<file path="config.mk">
export PLATFORM = sky130hd
export DESIGN_NAME = rau_div
export DESIGN_NICKNAME = d
export VERILOG_FILES = /design/src/sv/rau_pkg.sv /design/src/sv/rau_div.sv
export SDC_FILE = /design/constraint.sdc
export NUM_CORES = 1
export LEC_CHECK = 0
export BUFFER_PORTS_ARGS = -buffer_cell sky130_fd_sc_hd__buf_2
export CORE_UTILIZATION = 40
export CTS_CLUSTER_DIAMETER = 80
export DETAILED_ROUTE_END_ITERATION = 12
export GPL_TIMING_DRIVEN = 0
export PLACE_DENSITY_LB_ADDON = 0.15
export RECOVER_POWER = 50
export SLEW_MARGIN = 5
export SYNTH_ARGS = -nofsm -noshare
export SYNTH_HDL_FRONTEND = slang
export SYNTH_SLANG_ARGS = --single-unit
</file>
<file path="constraint.sdc">
create_clock -name clock -period 8.9 [get_ports clock]
set_clock_uncertainty 0.2 [all_clocks]
set_input_delay 1.78 -clock clock [delete_from_list [all_inputs] [get_ports clock]]
set_output_delay 1.78 -clock clock [all_outputs]
set_load 0.01 [all_outputs]
</file>
<file path="src/sv/rau_pkg.sv">
`timescale 1ns / 1ps
// ----------------------------------------------------------------------------
// rau_pkg
// shared widths, codes and sequencer states of the rational arithmetic unit
// ----------------------------------------------------------------------------
package rau_pkg;

   localparam int VALUE_BITS = 32;
   localparam int WIDE_BITS  = 2 * VALUE_BITS;
   localparam int SHIFT_BITS = $clog2(WIDE_BITS);

   typedef logic [VALUE_BITS-1:0] mag_type;
   typedef logic [WIDE_BITS-1:0]  wide_type;
   typedef logic [SHIFT_BITS-1:0] shift_type;

   localparam logic [1:0] CMD_ADD = 2'd0;
   localparam logic [1:0] CMD_SUB = 2'd1;
   localparam logic [1:0] CMD_MUL = 2'd2;
   localparam logic [1:0] CMD_DIV = 2'd3;

   localparam logic [1:0] ST_OK       = 2'd0;
   localparam logic [1:0] ST_INVALID  = 2'd1;
   localparam logic [1:0] ST_DIVZERO  = 2'd2;
   localparam logic [1:0] ST_OVERFLOW = 2'd3;

   typedef enum logic [10:0] {
      S_IDLE  = 11'b000_0000_0001,
      S_LOAD  = 11'b000_0000_0010,
      S_ZTEST = 11'b000_0000_0100,
      S_GCD   = 11'b000_0000_1000,
      S_DIVN  = 11'b000_0001_0000,
      S_DIVD  = 11'b000_0010_0000,
      S_STORE = 11'b000_0100_0000,
      S_MUL   = 11'b000_1000_0000,
      S_SUM   = 11'b001_0000_0000,
      S_CHECK = 11'b010_0000_0000,
      S_DONE  = 11'b100_0000_0000
   } state_type;

endpackage

</file>
<file path="src/sv/rau_div.sv">
`timescale 1ns / 1ps
// ----------------------------------------------------------------------------
// rau_div
// restoring divider, one quotient bit per cycle
// ----------------------------------------------------------------------------
module rau_div (
   input  logic              clock,
   input  logic              reset,
   input  logic              start,
   input  rau_pkg::wide_type dividend,
   input  rau_pkg::wide_type divisor,
   output logic              done,
   output rau_pkg::wide_type quotient
);
   import rau_pkg::*;

   logic [WIDE_BITS:0] rem_ff, rem_in, trial;
   wide_type           quo_ff, quo_in, den_ff, den_in;
   shift_type          cnt_ff, cnt_in;
   logic               run_ff, run_in, done_ff, done_in, fits;

   always_comb begin
      trial   = {rem_ff[WIDE_BITS-1:0], quo_ff[WIDE_BITS-1]};
      fits    = trial >= {1'b0, den_ff};
      rem_in  = rem_ff;
      quo_in  = quo_ff;
      den_in  = den_ff;
      cnt_in  = cnt_ff;
      run_in  = run_ff;
      done_in = 1'b0;
      if (start) begin
         rem_in = '0;
         quo_in = dividend;
         den_in = divisor;
         cnt_in = '0;
         run_in = 1'b1;
      end else if (run_ff) begin
         rem_in = fits ? trial - {1'b0, den_ff} : trial;
         quo_in = {quo_ff[WIDE_BITS-2:0], fits};
         cnt_in = cnt_ff + 1'b1;
         if (cnt_ff == SHIFT_BITS'(WIDE_BITS - 1)) begin
            run_in  = 1'b0;
            done_in = 1'b1;
         end
      end
   end

   always_ff @(posedge clock) begin
      rem_ff <= rem_in;
      quo_ff <= quo_in;
      den_ff <= den_in;
      cnt_ff <= cnt_in;
      if (reset) begin
         run_ff  <= 1'b0;
         done_ff <= 1'b0;
      end else begin
         run_ff  <= run_in;
         done_ff <= done_in;
      end
   end

   assign done     = done_ff;
   assign quotient = quo_ff;

endmodule

</file>
==> results_dict.tcl <==
set metrics [dict create \
    grt_pass1_wl_mm 54.8 \
    drive_above_1_share 0.229 \
    worstHoldStart "cnt_ff[5]$_SDFFE_PP0P_" \
    drcViolationCount 0 \
    synthArstFlopShare 0 \
    fmax_ghz 0.203 \
    worst_pin_slew_ns 0.950 \
    hold_viol 0 \
    wl_mm 34.6 \
    ir_worst_vdd_v 0.000154 \
    syn_nets 1448 \
    antenna_found_initial 0 \
    cts_tree "done" \
    post_cts.repair.setup_buffers 0 \
    routabilityCongestion 0.950 \
    clockRootBuffer "clkbuf_16" \
    outcome "completed" \
    drtPass1Iterations 9 \
    synth_seq_cells 200 \
    clk_pin_slew_ns 0.08 \
    tns_ns 0 \
    grt_overflow_total 0 \
    relSlewSlack 0.367 \
    holdPathStages 2 \
    routedWlPerCell_um 18.5 \
    fin_crit_sh 0.553 \
    synth_edf_count 128 \
    cts_buffers 17 \
    ys_warn_count 0 \
    syn_to_final_growth_pct 16.2 \
    clock_latency_ns 0.46 \
    htreeDepth 4 \
    diodes 0 \
    layout_common_cells "144 x nor2_1, 135 x buf_2, 128 x edfxtp_1, 112 x clkbuf_1, 96 x nand2_1" \
    start_kind "input pin" \
    min_path_type "register to register" \
    cts.sinks 200 \
    r2r-start "quotient[63]$_DFFE_PP_" \
    crit_type "input pin to register" \
    synth_cell_types 73 \
    via_per_inst 5.40 \
    ff2ff_setup_slack_ns 4.97 \
    syn_area_um2 12400 \
    timing.rr.end "rem_ff[56]$_SDFFE_PP0P_" \
    synthCells 1251 \
    antenna_left 0 \
    die_w_um 178 \
    p_leak_uw 0.00574 \
    ios 196 \
    hold_end "cnt_ff[5]$_SDFFE_PP0P_" \
    ff2ff_path_depth 13 \
    setup_viol 0 \
    critPathCaptureType "register" \
    maxCapViolations 0 \
    initial_core_util 0.411 \
    crit_fanout 65 \
    fill_cells 2909 \
    p_per_area_nw_per_um2 191 \
    final_nets 1663 \
    cp_data_arrival_time_ns 4.88 \
    slew_violations 0 \
    utilization 0.478 \
    die_y_um 178 \
    drt_iter0_markers 621 \
    placed_area_um2 13800 \
    final_cell_area_um2 14400 \
    portBuffers 195 \
    avgSynthCellArea_um2 9.87 \
    postCtsHoldBufs 0 \
    dpl.hpwl_mm 26.3 \
    layout_commonest_cell "nor2_1" \
    first_global_vias 10000 \
    core_area_um2 30000 \
    period_needed_ns 4.92 \
    ys_seq_area_frac 0.428 \
    die_area_um2 31600 \
    rsz0062_at_grt "no" \
    grt_use_total 0.226 \
    crit_required_ns 8.86 \
    cts.path.max_buffers 2 \
    grt_max_degree 66 \
    vias 10100 \
    cts-resized-gates 0 \
    synthFlopType "edfxtp_1" \
    fin_cells 1869 \
    post-place-cells 1837 \
    fp-row-count 63 \
]
-- final cells by class --
cell class	count	area, um^2	area share
timing repair buffer	196	916	0.0638
tap	390	488	0.0340
clock inverter	15	174	0.0121
clock buffer	17	425	0.0296
buffer	64	324	0.0226
multi-input combinational	912	6460	0.450
inverter	75	282	0.0196
sequential	200	5290	0.368
-- critical path, cell delays in order --
cell and delay [ns]:
buf_4 0.65, clkbuf_1 0.37, clkbuf_1 0.76, nor2_1 0.34, inv_2 0.63, buf_12 0.29
-- power by group --
| group | internal [uW] | switching, uW | total (uW) |
|---|---|---|---|
| clock network | 379 | 413 | 792 |
| registers | 1080 | 55.0 | 1140 |
| logic | 315 | 497 | 812 |
| total | 1780 | 965 | 2740 |
-- synthesized netlist by cell type, types with 4 or more instances --
| master | instances | area (um^2) |
|---|---|---|
| a211oi_1 | 19 | 143 |
| a211oi_2 | 31 | 388 |
| a21o_1 | 33 | 248 |
| a21oi_1 | 82 | 410 |
| a21oi_2 | 33 | 289 |
| a311oi_2 | 5 | 75.1 |
| a31oi_1 | 11 | 68.8 |
| and2_1 | 6 | 37.5 |
| and3_1 | 5 | 31.3 |
| buf_2 | 7 | 35.0 |
| buf_6 | 9 | 101 |
| clkbuf_1 | 46 | 173 |
| dfxtp_1 | 72 | 1440 |
| edfxtp_1 | 128 | 3840 |
| ha_1 | 65 | 813 |
| inv_1 | 75 | 282 |
| mux2_2 | 67 | 754 |
| mux2i_1 | 14 | 140 |
| nand2_1 | 96 | 360 |
| nand2b_1 | 8 | 50.1 |
| nand3_1 | 21 | 105 |
| nand4_1 | 23 | 144 |
| nor2_1 | 144 | 541 |
| nor2b_1 | 7 | 43.8 |
| nor3_1 | 24 | 120 |
| o211a_1 | 4 | 40.0 |
| o211ai_1 | 7 | 52.6 |
| o21a_1 | 10 | 75.1 |
| o21ai_0 | 55 | 275 |
| o21bai_1 | 15 | 113 |
| o31ai_1 | 4 | 30.0 |
| or3_1 | 7 | 43.8 |
| xnor2_1 | 28 | 245 |
| xor2_1 | 30 | 263 |
-- metrics by stage --
step | setup slack [ns] | total power, uW | hold slack [ns]
floorplan | 4.62 | 1730 | 0.248
detailed placement | 3.40 | 1970 | 0.277
global placement | 1.97 | 1960 | 0.268
global route | 3.72 | 2900 | 0.334
CTS | 3.91 | 2770 | 0.289
finish | 3.98 | 2740 | 0.284
-- layer usage --
layer / GRT usage / up-vias / share of wire
li1: - / 4997 / -
met1: 0.304 / 4786 / 0.47
met2: 0.366 / 286 / 0.46
met3: 0.0538 / 21 / 0.062
met4: 0.0509 / 0 / 0.0098
met5: 0 / - / 0
-- worst max-delay path by stage --
| stage | start | end | slack (ns) | depth (start not counted) |
|---|---|---|---|---|
| floorplan | start | quotient[0]$_DFFE_PP_ | 4.62 | 4 |
| global placement | start | quotient[9]$_DFFE_PP_ | 1.97 | 5 |
| detailed placement | start | quotient[48]$_DFFE_PP_ | 3.40 | 6 |
| CTS | start | quotient[43]$_DFFE_PP_ | 3.91 | 6 |
| global route | start | quotient[57]$_DFFE_PP_ | 3.72 | 6 |
| finish | start | quotient[57]$_DFFE_PP_ | 3.98 | 6 |
-- registers in the layout (all words and copies together), names as in the netlist --
register	flops
den_ff	64
cnt_ff	6
rem_ff	64
run_ff	1
done	1
quotient	64
-- cell families after synthesis --
kind of cell / synth area share
and+or+nand+nor: 0.134
xor gates and xnor gates: 0.0411
buffers and inverters: 0.0490
muxes: 0.0724
AOI/OAI and AO/OA: 0.209
adders and majority gates: 0.0675
DFF: 0.428
(Power assumes the default switching activity.)
