--- src/sv/rau_pkg.sv ---
`timescale 1ns / 1ps
// ----------------------------------------------------------------------------
// rau_pkg
// shared widths, codes and sequencer states of the rational arithmetic unit
// ----------------------------------------------------------------------------
package rau_pkg;

   localparam int VALUE_BITS = 32;
   localparam int WIDE_BITS  = 2 * VALUE_BITS;
   localparam int SHIFT_BITS = $clog2(WIDE_BITS);

   typedef logic [VALUE_BITS-1:0] mag_type;
   typedef logic [WIDE_BITS-1:0]  wide_type;
   typedef logic [SHIFT_BITS-1:0] shift_type;

   localparam logic [1:0] CMD_ADD = 2'd0;
   localparam logic [1:0] CMD_SUB = 2'd1;
   localparam logic [1:0] CMD_MUL = 2'd2;
   localparam logic [1:0] CMD_DIV = 2'd3;

   localparam logic [1:0] ST_OK       = 2'd0;
   localparam logic [1:0] ST_INVALID  = 2'd1;
   localparam logic [1:0] ST_DIVZERO  = 2'd2;
   localparam logic [1:0] ST_OVERFLOW = 2'd3;

   typedef enum logic [10:0] {
      S_IDLE  = 11'b000_0000_0001,
      S_LOAD  = 11'b000_0000_0010,
      S_ZTEST = 11'b000_0000_0100,
      S_GCD   = 11'b000_0000_1000,
      S_DIVN  = 11'b000_0001_0000,
      S_DIVD  = 11'b000_0010_0000,
      S_STORE = 11'b000_0100_0000,
      S_MUL   = 11'b000_1000_0000,
      S_SUM   = 11'b001_0000_0000,
      S_CHECK = 11'b010_0000_0000,
      S_DONE  = 11'b100_0000_0000
   } state_type;

endpackage

--- src/sv/rau_gcd.sv ---
`timescale 1ns / 1ps
// ----------------------------------------------------------------------------
// rau_gcd
// binary gcd of two nonzero wide magnitudes, one subtract or shift per cycle
// ----------------------------------------------------------------------------
module rau_gcd (
   input  logic              clock,
   input  logic              reset,
   input  logic              start,
   input  rau_pkg::wide_type a,
   input  rau_pkg::wide_type b,
   output logic              done,
   output rau_pkg::wide_type g
);
   import rau_pkg::*;

   wide_type  a_ff, a_in, b_ff, b_in, g_ff, g_in;
   shift_type k_ff, k_in;
   logic      run_ff, run_in, done_ff, done_in;

   always_comb begin
      a_in    = a_ff;
      b_in    = b_ff;
      g_in    = g_ff;
      k_in    = k_ff;
      run_in  = run_ff;
      done_in = 1'b0;
      if (start) begin
         a_in   = a;
         b_in   = b;
         k_in   = '0;
         run_in = 1'b1;
      end else if (run_ff) begin
         priority if (a_ff == '0) begin
            g_in    = b_ff << k_ff;
            run_in  = 1'b0;
            done_in = 1'b1;
         end else if (b_ff == '0) begin
            g_in    = a_ff << k_ff;
            run_in  = 1'b0;
            done_in = 1'b1;
         end else if (!a_ff[0] && !b_ff[0]) begin
            a_in = a_ff >> 1;
            b_in = b_ff >> 1;
            k_in = k_ff + 1'b1;
         end else if (!a_ff[0]) begin
            a_in = a_ff >> 1;
         end else if (!b_ff[0]) begin
            b_in = b_ff >> 1;
         end else if (a_ff >= b_ff) begin
            a_in = (a_ff - b_ff) >> 1;
         end else begin
            b_in = (b_ff - a_ff) >> 1;
         end
      end
   end

   always_ff @(posedge clock) begin
      a_ff <= a_in;
      b_ff <= b_in;
      g_ff <= g_in;
      k_ff <= k_in;
      if (reset) begin
         run_ff  <= 1'b0;
         done_ff <= 1'b0;
      end else begin
         run_ff  <= run_in;
         done_ff <= done_in;
      end
   end

   assign done = done_ff;
   assign g    = g_ff;

endmodule

--- config.mk ---
export PLATFORM = sky130hd
export DESIGN_NAME = rau_gcd
export DESIGN_NICKNAME = d
export VERILOG_FILES = /design/src/sv/rau_pkg.sv /design/src/sv/rau_gcd.sv
export SDC_FILE = /design/constraint.sdc
export NUM_CORES = 1
export LEC_CHECK = 0
export BUFFER_PORTS_ARGS = -buffer_cell sky130_fd_sc_hd__buf_2
export CAP_MARGIN = 20
export CORE_MARGIN = 2
export CORE_UTILIZATION = 25
export DETAILED_ROUTE_END_ITERATION = 8
export GPL_TIMING_DRIVEN = 0
export HOLD_SLACK_MARGIN = 0.08
export PLACE_DENSITY_LB_ADDON = 0.3
export SYNTH_ARGS = -nofsm -noshare
export SYNTH_HDL_FRONTEND = slang
export SYNTH_SLANG_ARGS = --single-unit
--- constraint.sdc ---
create_clock -name clock -period 10.7 [get_ports clock]
set_input_delay 0.535 -clock clock [delete_from_list [all_inputs] [get_ports clock]]
set_output_delay 0.535 -clock clock [all_outputs]
set_load 0.03 [all_outputs]
==> flow_summary.ini, run 1 <==
[die]
die_x_um = 293
boundaryPins = 196
core_area_um2 = 82400
rows = 105
die_height_um = 293
dieArea_um2 = 85700
start_util_pct = 25.3

[routing]
drc_errors = 0
drt_iter0_drc = 2604
wl_per_cell_um = 27.3
ant_nets = 0
drt-met1-wl_um = 44100
routed.top_layer = met5
via_per_inst = 5.77
route.vias.total = 22000
totalWireLength_um = 104000
drt_first_pass_iters = 6
wl_met2_um = 45600
wl_met3_um = 9170

[logic_synthesis]
ys.flop_type = edfxtp_1
ys_ff_latch = 200
synth_area_um2 = 20800
synth-simple-area-share_pct = 12.9
synth_seq_area_share_pct = 28.4
yosys.area.top_type = edfxtp_1
synth_nets = 2767
yosys.area_share.adder_pct = 7.99
ys_top_cells_by_area = edfxtp_1, a21oi_1, ha_1
synth.distinct_cells = 79
synth_top_area_share_pct = 27.7
synth_xor_area_share_pct = 5.08
synth_compound_area_share_pct = 29.2
synth_enable_flop_cells = 192
synth_area_per_cell_um2 = 8.33
synth_top_family_by_area = compound AO/OA/AOI/OAI gates
async_reset_ff_share_pct = 0
ys_warn_count = 0
syn_inst = 2504
synthMuxAreaShare_pct = 8.82

[global_route]
grt_overflow = 0
grt_pass1_vias = 21100
grt_usage_pct = 23.8
grt_pass1_wl_um = 149000
antenna_found_initial = 3
grt_start_max_net_pins = 24

[critical_path]
worst-path-max-fanout = 22
crit_path_cell_trace = inv_1, ha_1, buf_2, a21o_1, nor3_1, a211oi_1, nor3_2, a31oi_1, a211o_1, a21oi_4, clkbuf_1, nor2_1, o21bai_4, buf_16, buf_12
critPathRequiredTime_ns = 10.93
r2r_setup_slack_ns = 4.88
cp-end-kind = flop
cp_top_family = compound AO/OA/AOI/OAI gates
crit_buf_inv = 5
cp.arrival_ns = 6.05
rr_worst_depth = 15
worstSetupPathType = reg -> reg
crit_slowest_cell = edfxtp_1
cp_slowest_stage_delay_ns = 0.63
cp_num_cells = 15
startpoint_type = flop

[timing]
report.final.slew_viol_count = 0
hold_violations = 0
fin_crit_ns = 5.82
worstMarginPinSlew_ns = 1.18
finClkSkew_ns = 0.0161
grt_setup_unrepaired = no
report.final.setup_viol = 0
setup-tns-final_ns = 0
period_share_pct = 54.4
fmax_mhz = 172
maxSlewHeadroom_pct = 21.0

[cells_and_area]
area_growth_pct = 15.2
final_cells = 3816
layout.nets = 2995
seq_area_um2 = 5930
multi_input_area_um2 = 13300
nFillCells = 8917
drive_gt1_share_pct = 12.8

[pwr]
powerDensity_nw_per_um2 = 191
p_leak_nw = 9.98
peakVddDrop_mv = 0.145

[cts]
cts_resized = 0
cts_root_buf = clkbuf_16
cts_setup_buffers = 0
htree_levels = 4
cts_tree = yes
cts.clk_slew.worst_paths_ns = 0.09
clockBufferDepth = 2
clock-sinks = 200
ctsHoldBuffers = 0
insertion_delay_ns = 0.53
numCtsBuffers = 17

[worst_hold_path]
min_path_cells = 2
hp-class = in -> reg

[placed_design]
gp_congestion = 1.01
place_inst = 3782
dp_hpwl_um = 85800
portBuffers = 195

[status]
status = completed

[flow_run]
drv_cap = 0
## cell families after synthesis
| logic type | count (synthesis) |
|---|---|
| AO/OA/AOI/OAI | 937 |
| flip-flops | 200 |
| AND/OR/NAND/NOR | 572 |
| adder cells (fa/ha/maj) | 132 |
| multiplexers | 138 |
| buffers and inverters | 404 |
| XOR/XNOR | 121 |
## sequential cells by signal (all words and copies together) (netlist names)
register  cells
done          1
k_ff          6
run_ff        1
b_ff         64
a_ff         64
g            64
## per-layer routing
metal | global-route usage (%) | vias to the layer above
met5 | 0 | -
met4 | 11.6 | 2
met3 | 3.79 | 209
met2 | 36.9 | 1302
met1 | 32.1 | 10700
li1 | - | 9823
## stage by stage
step           hold WS [ns]  total power, mW  setup slack, ns  area (µm²)  utilization [%]
2_1_floorplan         0.571             2.80             3.71       20900                -
3_3_place_gp          0.588             3.77            0.387       23200             28.1
3_5_place_dp          0.606             3.76             5.04       23400             28.4
4_1_cts               0.235             4.50             5.03       24000             29.2
5_1_grt               0.249             4.79             4.84       24000             29.2
6_report              0.267             4.58             4.88       24000             29.2
## power breakdown
part	switching (mW)	total, mW	internal, mW	leakage, nW
logic	1.75	2.63	0.874	7.75
registers	0.221	1.22	0.997	1.92
clock network	0.379	0.738	0.359	0.307
total	2.35	4.58	2.23	9.98
## layout by cell type (no fill, tap or decap), types with 14 or more instances in the layout
cell type and instances:
edfxtp_1 192, and2_1 20, clkbuf_1 129, nor2_1 140, nor4_1 44, o21ai_0 132
a22oi_1 66, nand2_1 212, xor2_1 50, ha_1 130, clkbuf_16 17, nand3_1 21
a221oi_1 87, nor3_1 29, inv_1 221, mux2i_1 97, a31oi_1 15, a21o_1 50
buf_2 227, a211oi_1 22, buf_1 14, o221ai_1 26, mux4_2 36, a21oi_1 353
xnor2_1 71, nand4_1 46, o21bai_1 37, o21a_1 22
## path summary, 6_finish.rpt
kind                                           start              endpoint
worst min-delay path                           reset       done$_SDFF_PP0_
worst max-delay path               a_ff[7]$_DFFE_PP_    b_ff[58]$_DFFE_PP_
worst min register to register  k_ff[1]$_SDFFE_PP0P_  k_ff[1]$_SDFFE_PP0P_
worst max register to register     a_ff[7]$_DFFE_PP_    b_ff[58]$_DFFE_PP_
## synth_stat cells, types with 9 or more instances
master,number
edfxtp_1,192
nor4_1,44
a211oi_1,22
a31oi_1,15
a21oi_1,353
o21a_1,22
xor2_1,50
nor2_1,140
o22ai_1,13
a221oi_1,87
buf_1,14
and2_1,20
o21ai_1,12
nand3_1,21
a21boi_0,11
mux2i_1,97
a21o_1,50
o21ai_0,132
o211ai_1,12
a222oi_1,9
inv_1,221
nand4_1,46
buf_2,31
ha_1,130
xnor2_1,71
o221ai_1,26
mux4_2,36
nand2_1,212
nor3_1,29
a22oi_1,66
o21bai_1,38
clkbuf_1,128
a22o_1,10
nor2b_1,13
o31a_1,9
## cell type report
class                   instances  share of cell area, %
diodes                          1                 0.0104
plain buffers                 180                   3.13
clock buffers                  18                   1.79
clock inverters                14                  0.828
inverters                     224                   3.50
multi-input cells            1900                   55.6
flip-flops and latches        200                   24.7
well taps                    1070                   5.57
repair buffers                209                   4.94
No activity file was read; power rests on OpenSTA's default activity.
==> inputs of run 2 (changes only) <==
- clock period: 10.7 -> 4.9 ns (I/O delays scaled with it)
==> run 2 against run 1 <==
First-iteration DRC count up 4.6%. Via count up 1.8%. Die area unchanged. Sequential share of layout area down 0.87 points. Cell count up 1.9%. Power up 120%. Critical endpoint is now a_ff[51]$_DFFE_PP_. Clock power up 120%. Utilization up 1.1 points. Global-route usage up 0.48 points.
==> flow_summary.ini, run 2 (synthesized netlist as in run 1, its figures left out) <==
[status]
status = completed

[cts]
insertion_delay_ns = 0.53
clockBufferDepth = 2
cts.clk_slew.worst_paths_ns = 0.09
cts_root_buf = clkbuf_16
numCtsBuffers = 17
cts_tree = yes
clock-sinks = 200
htree_levels = 4

[die]
start_util_pct = 25.3
core_area_um2 = 82400
die_x_um = 293
rows = 105
boundaryPins = 196
dieArea_um2 = 85700
die_height_um = 293

[placed_design]
portBuffers = 195
placed_cell_area_um2 = 23400
gp_congestion = 1.02
preCtsSetupSlack_ns = -0.732
place_inst = 3781
dp_hpwl_um = 87100

[timing]
period_share_pct = 98.8
fmax_mhz = 207
report.final.slew_viol_count = 0
whs_ns = 0.0928
worstMarginPinSlew_ns = 1.16
maxSlewHeadroom_pct = 21.8
hold_violations = 0
report.final.setup_viol = 0
fin_crit_ns = 4.84
finalWorstSetupSlack_ns = 0.0588
grt_setup_unrepaired = no
finClkSkew_ns = 0.0196

[routing]
via_per_inst = 5.76
ant_nets = 0
wl_per_cell_um = 27.3
drt_iter0_drc = 2724
drc_errors = 0
totalWireLength_um = 106000
drt_first_pass_iters = 8
route.vias.total = 22400

[critical_path]
startpoint_type = flop
cp.arrival_ns = 5.10
worstSetupPathType = reg -> reg
critPathRequiredTime_ns = 5.16
cp-end-kind = flop
worst-path-max-fanout = 7

[cells_and_area]
final_cell_mix = a21oi_1, buf_2, inv_1, nand2_1, edfxtp_1
final_common_cell = a21oi_1
final_cell_area_um2 = 24900
drive_gt1_share_pct = 13.3
area_growth_pct = 19.4
fin_util_pct = 30.2
layout.nets = 3069
final_cells = 3890

[global_route]
grt_pass1_wl_um = 152000
grt_overflow = 0
antenna_found_initial = 1
grt_start_max_net_pins = 24
grt_usage_pct = 24.3
grt_pass1_vias = 21400

[pwr]
peakVddDrop_mv = 0.309
powerDensity_nw_per_um2 = 408
p_leak_nw = 10.4

[flow_run]
drv_cap = 0

[worst_hold_path]
hp-class = in -> reg
[run 2: cell types whose count changed in the layout (fill, tap and decap cells not counted), sizes merged]
| cell | delta |
|---|---|
| clkbuf | -5 |
| dlygate4sd3 | +68 |
| buf | +11 |
| clkinv | +1 |
| bufinv | -1 |
[run 2: cell type report]
type / instances / area (µm²)
multi-input combinational: 1900 / 13400
tap: 1070 / 1340
buffer: 176 / 739
timing repair buffer: 287 / 1980
inverter: 224 / 841
antenna: 1 / 2.50
clock inverter: 14 / 196
fill: 8833 / 57500
sequential: 200 / 5930
clock buffer: 18 / 439
[run 2: report_power, final]
part	leakage [nW]	internal (mW)	total, mW	switching, mW
clock	0.308	0.758	1.61	0.852
combinational	8.13	1.98	5.89	3.91
sequential	1.92	2.18	2.66	0.482
[run 2: worst paths after layout]
path                        start                    to  slack (ns)  cells past startpoint
max reg2reg     a_ff[0]$_DFFE_PP_    a_ff[51]$_DFFE_PP_        0.06                     13
max             a_ff[0]$_DFFE_PP_    a_ff[51]$_DFFE_PP_        0.06                     13
min                         a[35]    a_ff[35]$_DFFE_PP_        0.09                      3
min reg2reg  k_ff[1]$_SDFFE_PP0P_  k_ff[1]$_SDFFE_PP0P_        0.62                      3
[run 2: what timing repair did]
item / CTS / global route
buffers inserted: 3 / 9
hold buffers: 68 / 0
endpoints found under the setup margin: 121 / 115
pin swaps: 2 / 1
hold endpoints to repair: 69 / 0
gates resized for setup: 9 / 10
[run 2: per-layer routing]
metal  global-route usage [%]  wire (µm)
met1                     32.9      45200
met5                        0         12
met3                     3.69       9010
met2                     37.7      46500
met4                     11.7       5550
[run 2: metrics by stage]
stage	setup TNS, ns	power (mW)
2_1_floorplan	0	6.12
3_3_place_gp	-434.64	8.27
3_5_place_dp	-41.89	8.24
4_1_cts	0	9.92
5_1_grt	0	10.6
6_report	0	10.2
[run 2: worst max-delay path: stages (launching register included)]
cell	delay, ns
edfxtp_1	0.51
inv_1	0.18
ha_1	0.27
fa_1	0.45
nor2b_1	0.31
o31ai_4	0.14
a21o_1	0.23
o21ai_0	0.82
a221oi_1	0.41
o21bai_1	0.59
a21oi_1	0.17
xnor2_1	0.19
a22oi_1	0.18
o21ai_0	0.09
